File: config.mk
export PLATFORM = sky130hd
export DESIGN_NAME = vgm_stream_profile_classifier
export DESIGN_NICKNAME = d
export VERILOG_FILES = /design/src/rtl/vgm_pkg.sv /design/src/rtl/vgm_verdict.sv /design/src/rtl/vgm_stream_profile_classifier.sv
export SDC_FILE = /design/constraint.sdc
export NUM_CORES = 2
export LEC_CHECK = 0
export ABC_AREA = 1
export ABC_CLOCK_PERIOD_IN_PS = 7400
export BUFFER_PORTS_ARGS = -buffer_cell sky130_fd_sc_hd__clkbuf_2
export CAP_MARGIN = 20
export CORE_MARGIN = 4
export CORE_UTILIZATION = 35
export DETAILED_ROUTE_END_ITERATION = 7
export HOLD_SLACK_MARGIN = 0.05
export SLEW_MARGIN = 40
export SYNTH_ARGS = -nofsm -noshare
export SYNTH_HDL_FRONTEND = slang
export SYNTH_SLANG_ARGS = --single-unit
File: constraint.sdc
create_clock -name clk_i -period 7.4 [get_ports clk_i]
set_input_delay 1.85 -clock clk_i [delete_from_list [all_inputs] [get_ports clk_i]]
set_output_delay 1.85 -clock clk_i [all_outputs]
set_load 0.01 [all_outputs]
File: src/rtl/vgm_pkg.sv
package vgm_pkg;

  localparam int unsigned PosW = 27;
  localparam int unsigned OffW = 33;
  localparam logic [PosW-1:0] MaxFileBytes = 27'd67108864;

  typedef enum logic [1:0] {
    PH_IDLE,
    PH_OPCODE,
    PH_BLOCK,
    PH_DONE
  } phase_e;

  localparam logic [4:0] FailNone = 5'd31;

  localparam logic [4:0] RsnNotVgm      = 5'd0;
  localparam logic [4:0] RsnBadBounds   = 5'd1;
  localparam logic [4:0] RsnBadVersion  = 5'd2;
  localparam logic [4:0] RsnBadBlock    = 5'd3;
  localparam logic [4:0] RsnSecondChip  = 5'd4;
  localparam logic [4:0] RsnShortRom    = 5'd5;
  localparam logic [4:0] RsnUnsupported = 5'd6;
  localparam logic [4:0] RsnTruncated   = 5'd7;
  localparam logic [4:0] RsnNoEnd       = 5'd8;
  localparam logic [4:0] RsnBoth        = 5'd9;
  localparam logic [4:0] RsnBadType     = 5'd10;
  localparam logic [4:0] RsnNoUsage     = 5'd11;
  localparam logic [4:0] RsnBClock      = 5'd12;
  localparam logic [4:0] RsnBDual       = 5'd13;
  localparam logic [4:0] RsnBOffset     = 5'd14;
  localparam logic [4:0] RsnB           = 5'd15;
  localparam logic [4:0] RsnNoClock     = 5'd16;
  localparam logic [4:0] RsnDual        = 5'd17;
  localparam logic [4:0] RsnA           = 5'd18;
  localparam logic [4:0] RsnOversize    = 5'd19;

  typedef struct packed {
    logic [2:0]  profile;
    logic [4:0]  reason;
    logic [26:0] command_count;
    logic [25:0] fail_offset;
    logic [7:0]  fail_opcode;
  } verdict_t;

  function automatic logic [2:0] profile_of(input logic [4:0] r);
    logic [2:0] p;
    unique case (r)
      RsnBadVersion, RsnSecondChip, RsnUnsupported, RsnBadType, RsnBDual, RsnBOffset,
      RsnDual: p = 3'd2;
      RsnBoth, RsnNoUsage: p = 3'd3;
      RsnB: p = 3'd1;
      RsnA: p = 3'd0;
      default: p = 3'd4;
    endcase
    return p;
  endfunction

  function automatic logic [7:0] clock_addr(input int unsigned i);
    logic [7:0] a;
    unique case (i)
      0: a = 8'h0c;
      1: a = 8'h2c;
      2: a = 8'h30;
      3: a = 8'h44;
      4: a = 8'h38;
      default: a = 8'h4c;
    endcase
    return a;
  endfunction

endpackage

File: src/rtl/vgm_verdict.sv
module vgm_verdict (
  input  logic                   valid_i,
  input  logic                   over_i,
  input  logic [vgm_pkg::PosW-1:0] size_i,
  input  logic                   magic_ok_i,
  input  logic [vgm_pkg::OffW-1:0] end_offset_i,
  input  logic [vgm_pkg::OffW-1:0] data_offset_i,
  input  logic [vgm_pkg::OffW-1:0] loop_offset_i,
  input  logic [31:0]            version_i,
  input  logic                   raw_zero_i,
  input  logic [4:0]             first_failure_i,
  input  logic                   fa_i,
  input  logic                   fb_i,
  input  logic                   fend_i,
  input  logic                   floop_i,
  input  logic                   fbadtype_i,
  input  logic [4:0]             used_i,
  input  logic [5:0][31:0]       clock_i,
  input  logic [26:0]            commands_i,
  input  logic [25:0]            fail_pos_i,
  input  logic [7:0]             fail_op_i,
  output vgm_pkg::verdict_t      verdict_o
);
  import vgm_pkg::*;

  logic [5:0][31:0] clk_eff;
  logic [4:0]       r;
  logic             chip_noclk;
  logic             chip_dual;
  logic             chip_bad;

  always_comb begin
    for (int i = 0; i < 6; i++) begin
      clk_eff[i] = ({25'd0, clock_addr(i)} + 33'd4 <= data_offset_i) ? clock_i[i] : 32'd0;
    end
  end

  always_comb begin
    chip_bad = 1'b0;
    chip_noclk = 1'b0;
    chip_dual = 1'b0;
    for (int i = 0; i < 5; i++) begin
      if (used_i[i] && !chip_bad) begin
        if (clk_eff[i][29:0] == 30'd0) begin
          chip_noclk = 1'b1;
          chip_bad = 1'b1;
        end else if (clk_eff[i][30]) begin
          chip_dual = 1'b1;
          chip_bad = 1'b1;
        end
      end
    end
  end

  always_comb begin
    priority if (over_i) r = RsnOversize;
    else if (size_i < 27'd64 || !magic_ok_i) r = RsnNotVgm;
    else if (end_offset_i > {6'd0, size_i} || data_offset_i < 33'd64 ||
             data_offset_i >= end_offset_i) r = RsnBadBounds;
    else if (version_i < 32'h110 || version_i > 32'h171) r = RsnBadVersion;
    else if (first_failure_i != FailNone) r = first_failure_i;
    else if (!fend_i || !(loop_offset_i == 33'd0 || floop_i)) r = RsnNoEnd;
    else if (fa_i && fb_i) r = RsnBoth;
    else if (fbadtype_i) r = RsnBadType;
    else if (!fa_i && !fb_i) r = RsnNoUsage;
    else if (fb_i) begin
      priority if (clk_eff[5][29:0] == 30'd0) r = RsnBClock;
      else if (clk_eff[5][30]) r = RsnBDual;
      else if (version_i >= 32'h150 && raw_zero_i) r = RsnBOffset;
      else r = RsnB;
    end
    else if (chip_noclk) r = RsnNoClock;
    else if (chip_dual) r = RsnDual;
    else r = RsnA;
  end

  always_comb begin
    verdict_o.reason = r;
    verdict_o.profile = profile_of(r);
    verdict_o.command_count = (r <= RsnBadVersion || r == RsnOversize || !valid_i) ?
                              27'd0 : commands_i;
    verdict_o.fail_offset = (r == RsnUnsupported) ? fail_pos_i : 26'd0;
    verdict_o.fail_opcode = (r == RsnUnsupported) ? fail_op_i : 8'd0;
  end

endmodule

File: src/rtl/vgm_stream_profile_classifier.sv
// VGM stream profile classifier.
// The slave channel takes one word per cycle while s_axis_tready is high: the bytes of
// one uncompressed VGM file in file order, with s_axis_tlast on the final byte.
// No result is produced for other bytes. When the last byte is taken, the block decides
// the profile of the whole file, and one verdict word appears on the master channel in
// the following cycle. The state is then cleared for the next file.
// Each byte is handled by the header capture and command walk logic as it is taken, so
// the block sustains one byte per cycle while s_axis_tready is high. The verdict is
// computed from the state after the last byte and held in a one-entry output register.
// When the receiver stalls with a verdict pending, the block keeps taking bytes of the
// next file until another last byte would need the output register; then s_axis_tready
// drops until the pending verdict is taken.
// After reset the block waits for the first byte of a file with no verdict pending.
module vgm_stream_profile_classifier (
  input  logic        clk_i,
  input  logic        rst_ni,
  input  logic        s_axis_tvalid,
  output logic        s_axis_tready,
  input  logic [7:0]  s_axis_tdata,   // data_byte
  input  logic        s_axis_tlast,
  output logic        m_axis_tvalid,
  input  logic        m_axis_tready,
  output logic [71:0] m_axis_tdata    // profile, reason, command_count, fail_offset,
                                      // fail_opcode, zero fill
);
  import vgm_pkg::*;

  logic [PosW-1:0] pos_q, pos_d;
  logic [31:0]     shift_q, shift_d;
  logic            magic_q, magic_d;
  logic [OffW-1:0] end_q, end_d, doff_q, doff_d, loop_q, loop_d, npc_q, npc_d;
  logic [31:0]     ver_q, ver_d;
  logic            rawz_q, rawz_d;
  logic [5:0][31:0] clk_q, clk_d;
  phase_e          ph_q, ph_d;
  logic [7:0]      btype_q, btype_d;
  logic [31:0]     blen_q, blen_d;
  logic            fa_q, fa_d, fb_q, fb_d, fend_q, fend_d, floop_q, floop_d;
  logic            fbt_q, fbt_d, fover_q, fover_d;
  logic [4:0]      used_q, used_d;
  logic [26:0]     cmds_q, cmds_d;
  logic [4:0]      ff_q, ff_d;
  logic [25:0]     fpos_q, fpos_d;
  logic [7:0]      fop_q, fop_d;
  logic            ovalid_q;
  verdict_t        ores_q, vres;

  logic accept, fin;
  logic [7:0] c;
  logic [OffW-1:0] idx, bsize;
  logic [31:0] w, nlen;
  logic [OffW-1:0] size;
  logic ok;
  logic [1:0] fl;
  logic [4:0] used;

  assign s_axis_tready = !ovalid_q || m_axis_tready || !s_axis_tlast;
  assign accept = s_axis_tvalid && s_axis_tready;
  assign c = s_axis_tdata;
  assign idx = {6'd0, pos_q};
  assign w = {c, shift_q[31:8]};
  assign nlen = {c, blen_q[31:8]};

  always_comb begin
    ok = 1'b1;
    fl = 2'd0;
    used = 5'd0;
    size = 33'd1;
    unique casez (c)
      8'h61: size = 33'd3;
      8'h62, 8'h63, 8'b0111_????: size = 33'd1;
      8'h58, 8'h59: begin fl = 2'b10; size = 33'd3; end
      8'h4f, 8'h50: begin fl = 2'b01; used = 5'd1; size = 33'd2; end
      8'h52, 8'h53: begin fl = 2'b01; used = 5'd2; size = 33'd3; end
      8'h54: begin fl = 2'b01; used = 5'd4; size = 33'd3; end
      8'h55: begin fl = 2'b01; used = 5'd8; size = 33'd3; end
      8'hc0: begin fl = 2'b01; used = 5'd16; size = 33'd4; end
      8'b1000_????: begin fl = 2'b01; used = 5'd2; size = 33'd1; end
      8'he0: begin fl = 2'b01; used = 5'd2; size = 33'd5; end
      default: ok = 1'b0;
    endcase
  end

  assign bsize = 33'd7 + {1'b0, nlen};

  always_comb begin
    pos_d = pos_q; shift_d = shift_q; magic_d = magic_q; end_d = end_q; doff_d = doff_q;
    loop_d = loop_q; npc_d = npc_q; ver_d = ver_q; rawz_d = rawz_q; clk_d = clk_q;
    ph_d = ph_q; btype_d = btype_q; blen_d = blen_q; fa_d = fa_q; fb_d = fb_q;
    fend_d = fend_q; floop_d = floop_q; fbt_d = fbt_q; fover_d = fover_q; used_d = used_q;
    cmds_d = cmds_q; ff_d = ff_q; fpos_d = fpos_q; fop_d = fop_q;
    if (pos_q >= MaxFileBytes) begin
      fover_d = 1'b1;
    end else begin
      pos_d = pos_q + 27'd1;
      if (pos_q < 27'h50) begin
        shift_d = w;
        if (pos_q == 27'd3) magic_d = (w == 32'h206d6756);
        if (pos_q == 27'd7) end_d = {1'b0, w} + 33'd4;
        if (pos_q == 27'd11) ver_d = w;
        if (pos_q == 27'h1f) loop_d = (w != 32'd0) ? {1'b0, w} + 33'h1c : 33'd0;
        if (pos_q == 27'h37) begin
          rawz_d = (w == 32'd0);
          doff_d = (ver_q < 32'h150 || w == 32'd0) ? 33'd64 : {1'b0, w} + 33'h34;
          if (doff_d >= 33'd64) begin
            npc_d = doff_d;
            ph_d = PH_OPCODE;
          end
        end
        for (int i = 0; i < 6; i++) begin
          if (pos_q == {19'd0, clock_addr(i)} + 27'd3) clk_d[i] = w;
        end
      end
      if (ph_q == PH_OPCODE && idx == npc_q) begin
        if (idx >= end_q) begin
          ph_d = PH_DONE;
        end else begin
          if (idx == loop_q) floop_d = 1'b1;
          cmds_d = cmds_q + 27'd1;
          if (c == 8'h66) begin
            fend_d = 1'b1;
            ph_d = PH_DONE;
          end else if (c == 8'h67) begin
            if (idx + 33'd7 > end_q) begin
              ff_d = RsnBadBlock; fpos_d = '0; fop_d = '0; ph_d = PH_DONE;
            end else begin
              blen_d = '0;
              ph_d = PH_BLOCK;
            end
          end else if (!ok) begin
            ff_d = RsnUnsupported; fpos_d = pos_q[25:0]; fop_d = c; ph_d = PH_DONE;
          end else if (size > end_q - idx) begin
            ff_d = RsnTruncated; fpos_d = '0; fop_d = '0; ph_d = PH_DONE;
          end else begin
            fa_d = fa_q | fl[0];
            fb_d = fb_q | fl[1];
            used_d = used_q | used;
            npc_d = idx + size;
          end
        end
      end else if (ph_q == PH_BLOCK && idx > npc_q) begin
        if (idx - npc_q == 33'd1) begin
          if (c != 8'h66) begin
            ff_d = RsnBadBlock; fpos_d = '0; fop_d = '0; ph_d = PH_DONE;
          end
        end else if (idx - npc_q == 33'd2) begin
          btype_d = c;
        end else begin
          blen_d = nlen;
          if (idx - npc_q == 33'd6) begin
            priority if (nlen[31]) begin
              ff_d = RsnSecondChip; fpos_d = '0; fop_d = '0; ph_d = PH_DONE;
            end else if (btype_q >= 8'h80 && nlen < 32'd8) begin
              ff_d = RsnShortRom; fpos_d = '0; fop_d = '0; ph_d = PH_DONE;
            end else if (bsize > end_q - npc_q) begin
              ff_d = RsnTruncated; fpos_d = '0; fop_d = '0; ph_d = PH_DONE;
            end else begin
              priority if (btype_q == 8'h82 || btype_q == 8'h83) fb_d = 1'b1;
              else if (btype_q == 8'h80) begin fa_d = 1'b1; used_d = used_q | 5'd16; end
              else if (btype_q == 8'h00) begin fa_d = 1'b1; used_d = used_q | 5'd2; end
              else fbt_d = 1'b1;
              npc_d = npc_q + bsize;
              ph_d = PH_OPCODE;
            end
          end
        end
      end
    end
  end

  assign fin = accept && s_axis_tlast;

  vgm_verdict u_verdict (
    .valid_i        (1'b1),
    .over_i         (fover_d),
    .size_i         (pos_d),
    .magic_ok_i     (magic_d),
    .end_offset_i   (end_d),
    .data_offset_i  (doff_d),
    .loop_offset_i  (loop_d),
    .version_i      (ver_d),
    .raw_zero_i     (rawz_d),
    .first_failure_i(ff_d),
    .fa_i           (fa_d),
    .fb_i           (fb_d),
    .fend_i         (fend_d),
    .floop_i        (floop_d),
    .fbadtype_i     (fbt_d),
    .used_i         (used_d),
    .clock_i        (clk_d),
    .commands_i     (cmds_d),
    .fail_pos_i     (fpos_d),
    .fail_op_i      (fop_d),
    .verdict_o      (vres)
  );

  always_ff @(posedge clk_i or negedge rst_ni) begin
    if (!rst_ni) begin
      pos_q <= '0; shift_q <= '0; magic_q <= 1'b0; end_q <= '0; doff_q <= 33'd64;
      loop_q <= '0; npc_q <= '0; ver_q <= '0; rawz_q <= 1'b1; clk_q <= '0;
      ph_q <= PH_IDLE; btype_q <= '0; blen_q <= '0; fa_q <= 1'b0; fb_q <= 1'b0;
      fend_q <= 1'b0; floop_q <= 1'b0; fbt_q <= 1'b0; fover_q <= 1'b0; used_q <= '0;
      cmds_q <= '0; ff_q <= FailNone; fpos_q <= '0; fop_q <= '0;
      ovalid_q <= 1'b0;
    end else begin
      if (fin) begin
        pos_q <= '0; shift_q <= '0; magic_q <= 1'b0; end_q <= '0; doff_q <= 33'd64;
        loop_q <= '0; npc_q <= '0; ver_q <= '0; rawz_q <= 1'b1; clk_q <= '0;
        ph_q <= PH_IDLE; btype_q <= '0; blen_q <= '0; fa_q <= 1'b0; fb_q <= 1'b0;
        fend_q <= 1'b0; floop_q <= 1'b0; fbt_q <= 1'b0; fover_q <= 1'b0; used_q <= '0;
        cmds_q <= '0; ff_q <= FailNone; fpos_q <= '0; fop_q <= '0;
      end else if (accept) begin
        pos_q <= pos_d; shift_q <= shift_d; magic_q <= magic_d; end_q <= end_d;
        doff_q <= doff_d; loop_q <= loop_d; npc_q <= npc_d; ver_q <= ver_d;
        rawz_q <= rawz_d; clk_q <= clk_d; ph_q <= ph_d; btype_q <= btype_d;
        blen_q <= blen_d; fa_q <= fa_d; fb_q <= fb_d; fend_q <= fend_d;
        floop_q <= floop_d; fbt_q <= fbt_d; fover_q <= fover_d; used_q <= used_d;
        cmds_q <= cmds_d; ff_q <= ff_d; fpos_q <= fpos_d; fop_q <= fop_d;
      end
      if (fin) ovalid_q <= 1'b1;
      else if (m_axis_tready) ovalid_q <= 1'b0;
    end
  end

  always_ff @(posedge clk_i) begin
    if (fin) ores_q <= vres;
  end

  assign m_axis_tvalid = ovalid_q;
  assign m_axis_tdata = {3'd0, ores_q.fail_opcode, ores_q.fail_offset, ores_q.command_count,
                         ores_q.reason, ores_q.profile};

  assert property (@(posedge clk_i) disable iff (!rst_ni) fin |=> m_axis_tvalid)
    else $error("verdict not presented after last byte");
  assert property (@(posedge clk_i) disable iff (!rst_ni)
    m_axis_tvalid && !m_axis_tready |=> m_axis_tvalid && $stable(m_axis_tdata))
    else $error("pending verdict lost or changed");
  assert property (@(posedge clk_i) disable iff (!rst_ni) fin |=> pos_q == '0 && ff_q == FailNone)
    else $error("state not cleared after verdict");
  assert property (@(posedge clk_i) disable iff (!rst_ni)
    ovalid_q && !m_axis_tready && s_axis_tlast |-> !s_axis_tready)
    else $error("verdict would be overwritten");

endmodule

==> metrics.log <==
INFO  metric ff_latch_area = 0.0149 sq mm
INFO  metric cts_tree = yes
INFO  metric top_layer = met5
INFO  metric ys_ff_latch = 583
INFO  metric clkTransAtPathRegs = 0.06 ns
INFO  metric worstHoldEndpoint = clk_q[157]
INFO  metric clk_root_buffer_cell = sky130_fd_sc_hd__clkbuf_16
INFO  metric layout.core_utilization = 0.419
INFO  metric area_after_detailed_placement = 0.0508 sq mm
INFO  metric status = finished with violations
INFO  metric synth-edff-count = 69
INFO  metric power.density_cell_area = 190 mW/mm^2
INFO  metric numPlacedInstances = 8543
INFO  metric drt_iter0_markers = 5806
INFO  metric critical_path_arrival = 8.06 ns
INFO  metric area_enclosed_by_the_die_boundary = 0.136 sq mm
INFO  metric finalNetCount = 7191
INFO  metric critical_path_required = 7.83 ns
INFO  metric min-delay-start = clk_q[157]
INFO  metric wl_met3 = 21600 um
INFO  metric place.port_buffers = 83
INFO  metric share_of_post_route_cells_with_drive_strength_above_1 = 0.141
INFO  metric drtAntennaViolNets = 0
INFO  metric ys_async_sr_fraction = 0.882
INFO  metric area_growth_syn_to_layout = 19.2%
INFO  metric ir_drop = 0.000216 V
INFO  metric synthesis.yosys.warnings = 0
INFO  metric die_span_y = 368 um
INFO  metric place.gp.congestion = 1.07
INFO  metric max_slew_headroom_at_the_worst_pin = 0.354
INFO  metric top_cells_by_area_synth = sky130_fd_sc_hd__dfrtp_1, sky130_fd_sc_hd__nand2_1, sky130_fd_sc_hd__inv_1
INFO  metric grtUsageTotal = 0.306
INFO  metric start_util = 0.352
INFO  metric cts-root-to-sink-buffers = 3
INFO  metric final_min_period_over_clock_period = 1.03
INFO  metric violations = negative setup slack
INFO  metric multi_input_comb_area = 0.0260 sq mm
INFO  metric n_fill_cell = 13.5k
INFO  metric dominantRegCellSynth = sky130_fd_sc_hd__dfrtp_1
INFO  metric final_cells = 8722
INFO  metric detail_route.drc_violations = 0
INFO  metric rsz_0062_raised_after_global_routing = yes
INFO  metric total_leakage_power = 26.9 nW
INFO  metric avgRoutedWirePerCell = 24.8 um
INFO  metric timing.critical_path.mode_cell = sky130_fd_sc_hd__nand2_2
INFO  metric setup_viol_count_final = 62
INFO  metric total_count_of_max_transition_violations_in_the_final_report = 0
INFO  metric io_pins = 87
INFO  metric top_count_cell_post_synth = sky130_fd_sc_hd__nand2_1
INFO  metric synth-seq-area-share = 0.329
INFO  metric worst_r2r_endpoint = m_axis_tdata[50]
INFO  metric first_global_vias = 45.1k
INFO  metric critPathMaxStageDelay = 0.40 ns
INFO  metric final.setup.tns = -8.66 ns
INFO  metric synth_cell_types = 77
INFO  metric p_total = 10.3 mW
INFO  metric synth.top_cells.by_count = sky130_fd_sc_hd__nand2_1, sky130_fd_sc_hd__inv_1, sky130_fd_sc_hd__nor2_1
INFO  metric placementRows = 132
INFO  metric post_route_worst_setup_slack = -0.230 ns
INFO  metric post_synth_design_cell_area = 0.0455 sq mm
INFO  metric critPathLaunchType = register
INFO  metric worst-slew-pin-transition = 0.969 ns
INFO  metric synth_largest_type_area_fraction = 0.279
INFO  metric ctsHoldBuffers = 0
INFO  metric cts_num_sinks = 583
INFO  metric worst_skew_pair.late_latency = 0.72 ns
INFO  metric cts_max_level = 3
INFO  metric detail_route.wirelength.met1 = 90200 um
INFO  metric fp.coreArea = 0.129 sq mm
INFO  metric fin_crit = 7.63 ns
INFO  metric hold_path_class = reg -> reg
INFO  metric via_per_inst = 5.59
INFO  metric r2r.worst_path.cells = 59
INFO  metric cp_slowest_cell = sky130_fd_sc_hd__dfrtp_1
INFO  metric die_w = 368 um
INFO  metric grt_antenna_before_repair = 12
INFO  metric max_freq = 0.131 GHz
INFO  metric r2r_start = end_q[0]
INFO  metric pin_count_of_the_biggest_net_entering_global_routing = 164
INFO  metric timing_worst_setup_path_type = reg -> reg
INFO  metric drt_first_pass_iters = 7
INFO  metric grt-ovfl-total = 0
INFO  metric report.final.hold_viol_count = 0
INFO  metric first_pass_grt_wire_length = 308000 um
INFO  metric post-route-cell-area = 0.0542 sq mm
INFO  metric met2_wirelength = 89000 um
INFO  metric hold-path-cell-count = 2
INFO  metric synth_cells = 6505
INFO  metric wl = 216000 um
INFO  metric cp-end-kind = register
INFO  metric fin_skew = 0.0540 ns
INFO  metric syn_area_per_cell = 6.99 sq um
INFO  metric number_of_buffers_added_by_the_clock_tree_synthesis_step = 73
INFO  metric cell_type_with_the_largest_total_area_after_synthesis = sky130_fd_sc_hd__dfrtp_1
INFO  metric via_count = 48.7k
INFO  metric r2r_setup_slack = -0.23 ns
INFO  metric worst-path-max-fanout = 8
INFO  metric max_cap_viol_count = 0
INFO  metric hpwl = 168000 um
## how the worst max path moves through the flow
stage	end	cells after the start	start	slack (ns)
after global placement	m_axis_tdata[31]	67	end_q[0]	-0.90
after detailed placement	m_axis_tdata[29]	61	end_q[0]	-0.89
after floorplan	m_axis_tdata[18]	67	end_q[0]	0.33
after CTS	m_axis_tdata[27]	62	end_q[0]	-0.03
final	m_axis_tdata[50]	59	end_q[0]	-0.23
after global routing	m_axis_tdata[60]	59	end_q[0]	-0.53
## sequential cells by signal, summed over array words and instances, names as in the netlist, 24 cells and up
register and count:
pos_q 27, npc_q 33, ver_q 31, end_q 33, cmds_q 27, shift_q 24, m_axis_tdata 69, loop_q 33
clk_q 186, doff_q 33, blen_q 24, fpos_q 26
## where the power goes
part           switching (mW)  internal (mW)  leakage (nW)  total [mW]
clock network            1.60           2.10          1.19        3.70
logic                    2.13          0.961          18.0        3.09
registers               0.154           3.35          7.67        3.50
## through the flow
step / setup WS [ns] / hold WS (ns)
finish: -0.230 / 0.484
global route: -0.529 / 0.506
CTS: -0.0337 / 0.486
detailed placement: -0.890 / 0.465
global placement: -0.897 / 0.462
floorplan: 0.335 / 0.448
## placed cells by master (no fill, tap or decap), types with 36 or more instances in the layout
cell,n
sky130_fd_sc_hd__clkbuf_16,77
sky130_fd_sc_hd__nor3_1,116
sky130_fd_sc_hd__nor2_1,518
sky130_fd_sc_hd__nand2_1,1364
sky130_fd_sc_hd__nand4_1,152
sky130_fd_sc_hd__o22ai_1,410
sky130_fd_sc_hd__a22oi_1,56
sky130_fd_sc_hd__nor4_1,60
sky130_fd_sc_hd__clkbuf_2,82
sky130_fd_sc_hd__nand2_2,36
sky130_fd_sc_hd__nor2_2,37
sky130_fd_sc_hd__nor2_4,53
sky130_fd_sc_hd__buf_4,488
sky130_fd_sc_hd__a21oi_1,315
sky130_fd_sc_hd__nand3_1,259
sky130_fd_sc_hd__dfrtp_1,504
sky130_fd_sc_hd__edfxtp_1,69
sky130_fd_sc_hd__inv_1,1011
sky130_fd_sc_hd__xor2_1,220
sky130_fd_sc_hd__o21ai_0,437
sky130_fd_sc_hd__xnor2_1,36
sky130_fd_sc_hd__ha_1,253
## critical path: cells and delay by family, from the launching register on
kind	cells	cell delay, ns
flops	1	0.40
simple gates	29	2.62
xor+xnor	1	0.18
fa+ha+maj	4	1.02
buf+inv	14	1.41
compound gates	11	1.67
## area by class of cell
cell class                      count  share of cell area
Sequential cell                   583               0.276
Tap cell                         1742              0.0402
Inverter                         1061              0.0738
Antenna cell                        9            0.000415
Multi-Input combinational cell   4594               0.479
Clock buffer                       95              0.0367
Timing Repair Buffer              602              0.0865
Clock inverter                     36             0.00808
## repair_timing
| action | in CTS | in global routing |
|---|---|---|
| endpoints found under the setup margin | 69 | 68 |
| resized for setup | 54 | 112 |
| setup buffers | 15 | 15 |
| pin swaps | 15 | 55 |
| gates cloned | 1 | 6 |
## cell families after synthesis
family / share of synthesized area
AO/OA/AOI/OAI: 0.177
adder cells (fa/ha/maj): 0.0732
flip-flops: 0.329
AND/OR/NAND/NOR: 0.258
other: 0.0000825
buffers and inverters: 0.114
XOR/XNOR: 0.0493
## routing by layer
metal,GRT usage,vias to the layer above
met5,0,-
met4,0.177,4
met3,0.0708,579
met2,0.449,2366
met1,0.412,23200
li1,-,22500
Note: power is estimated with default switching activity, not from simulation.
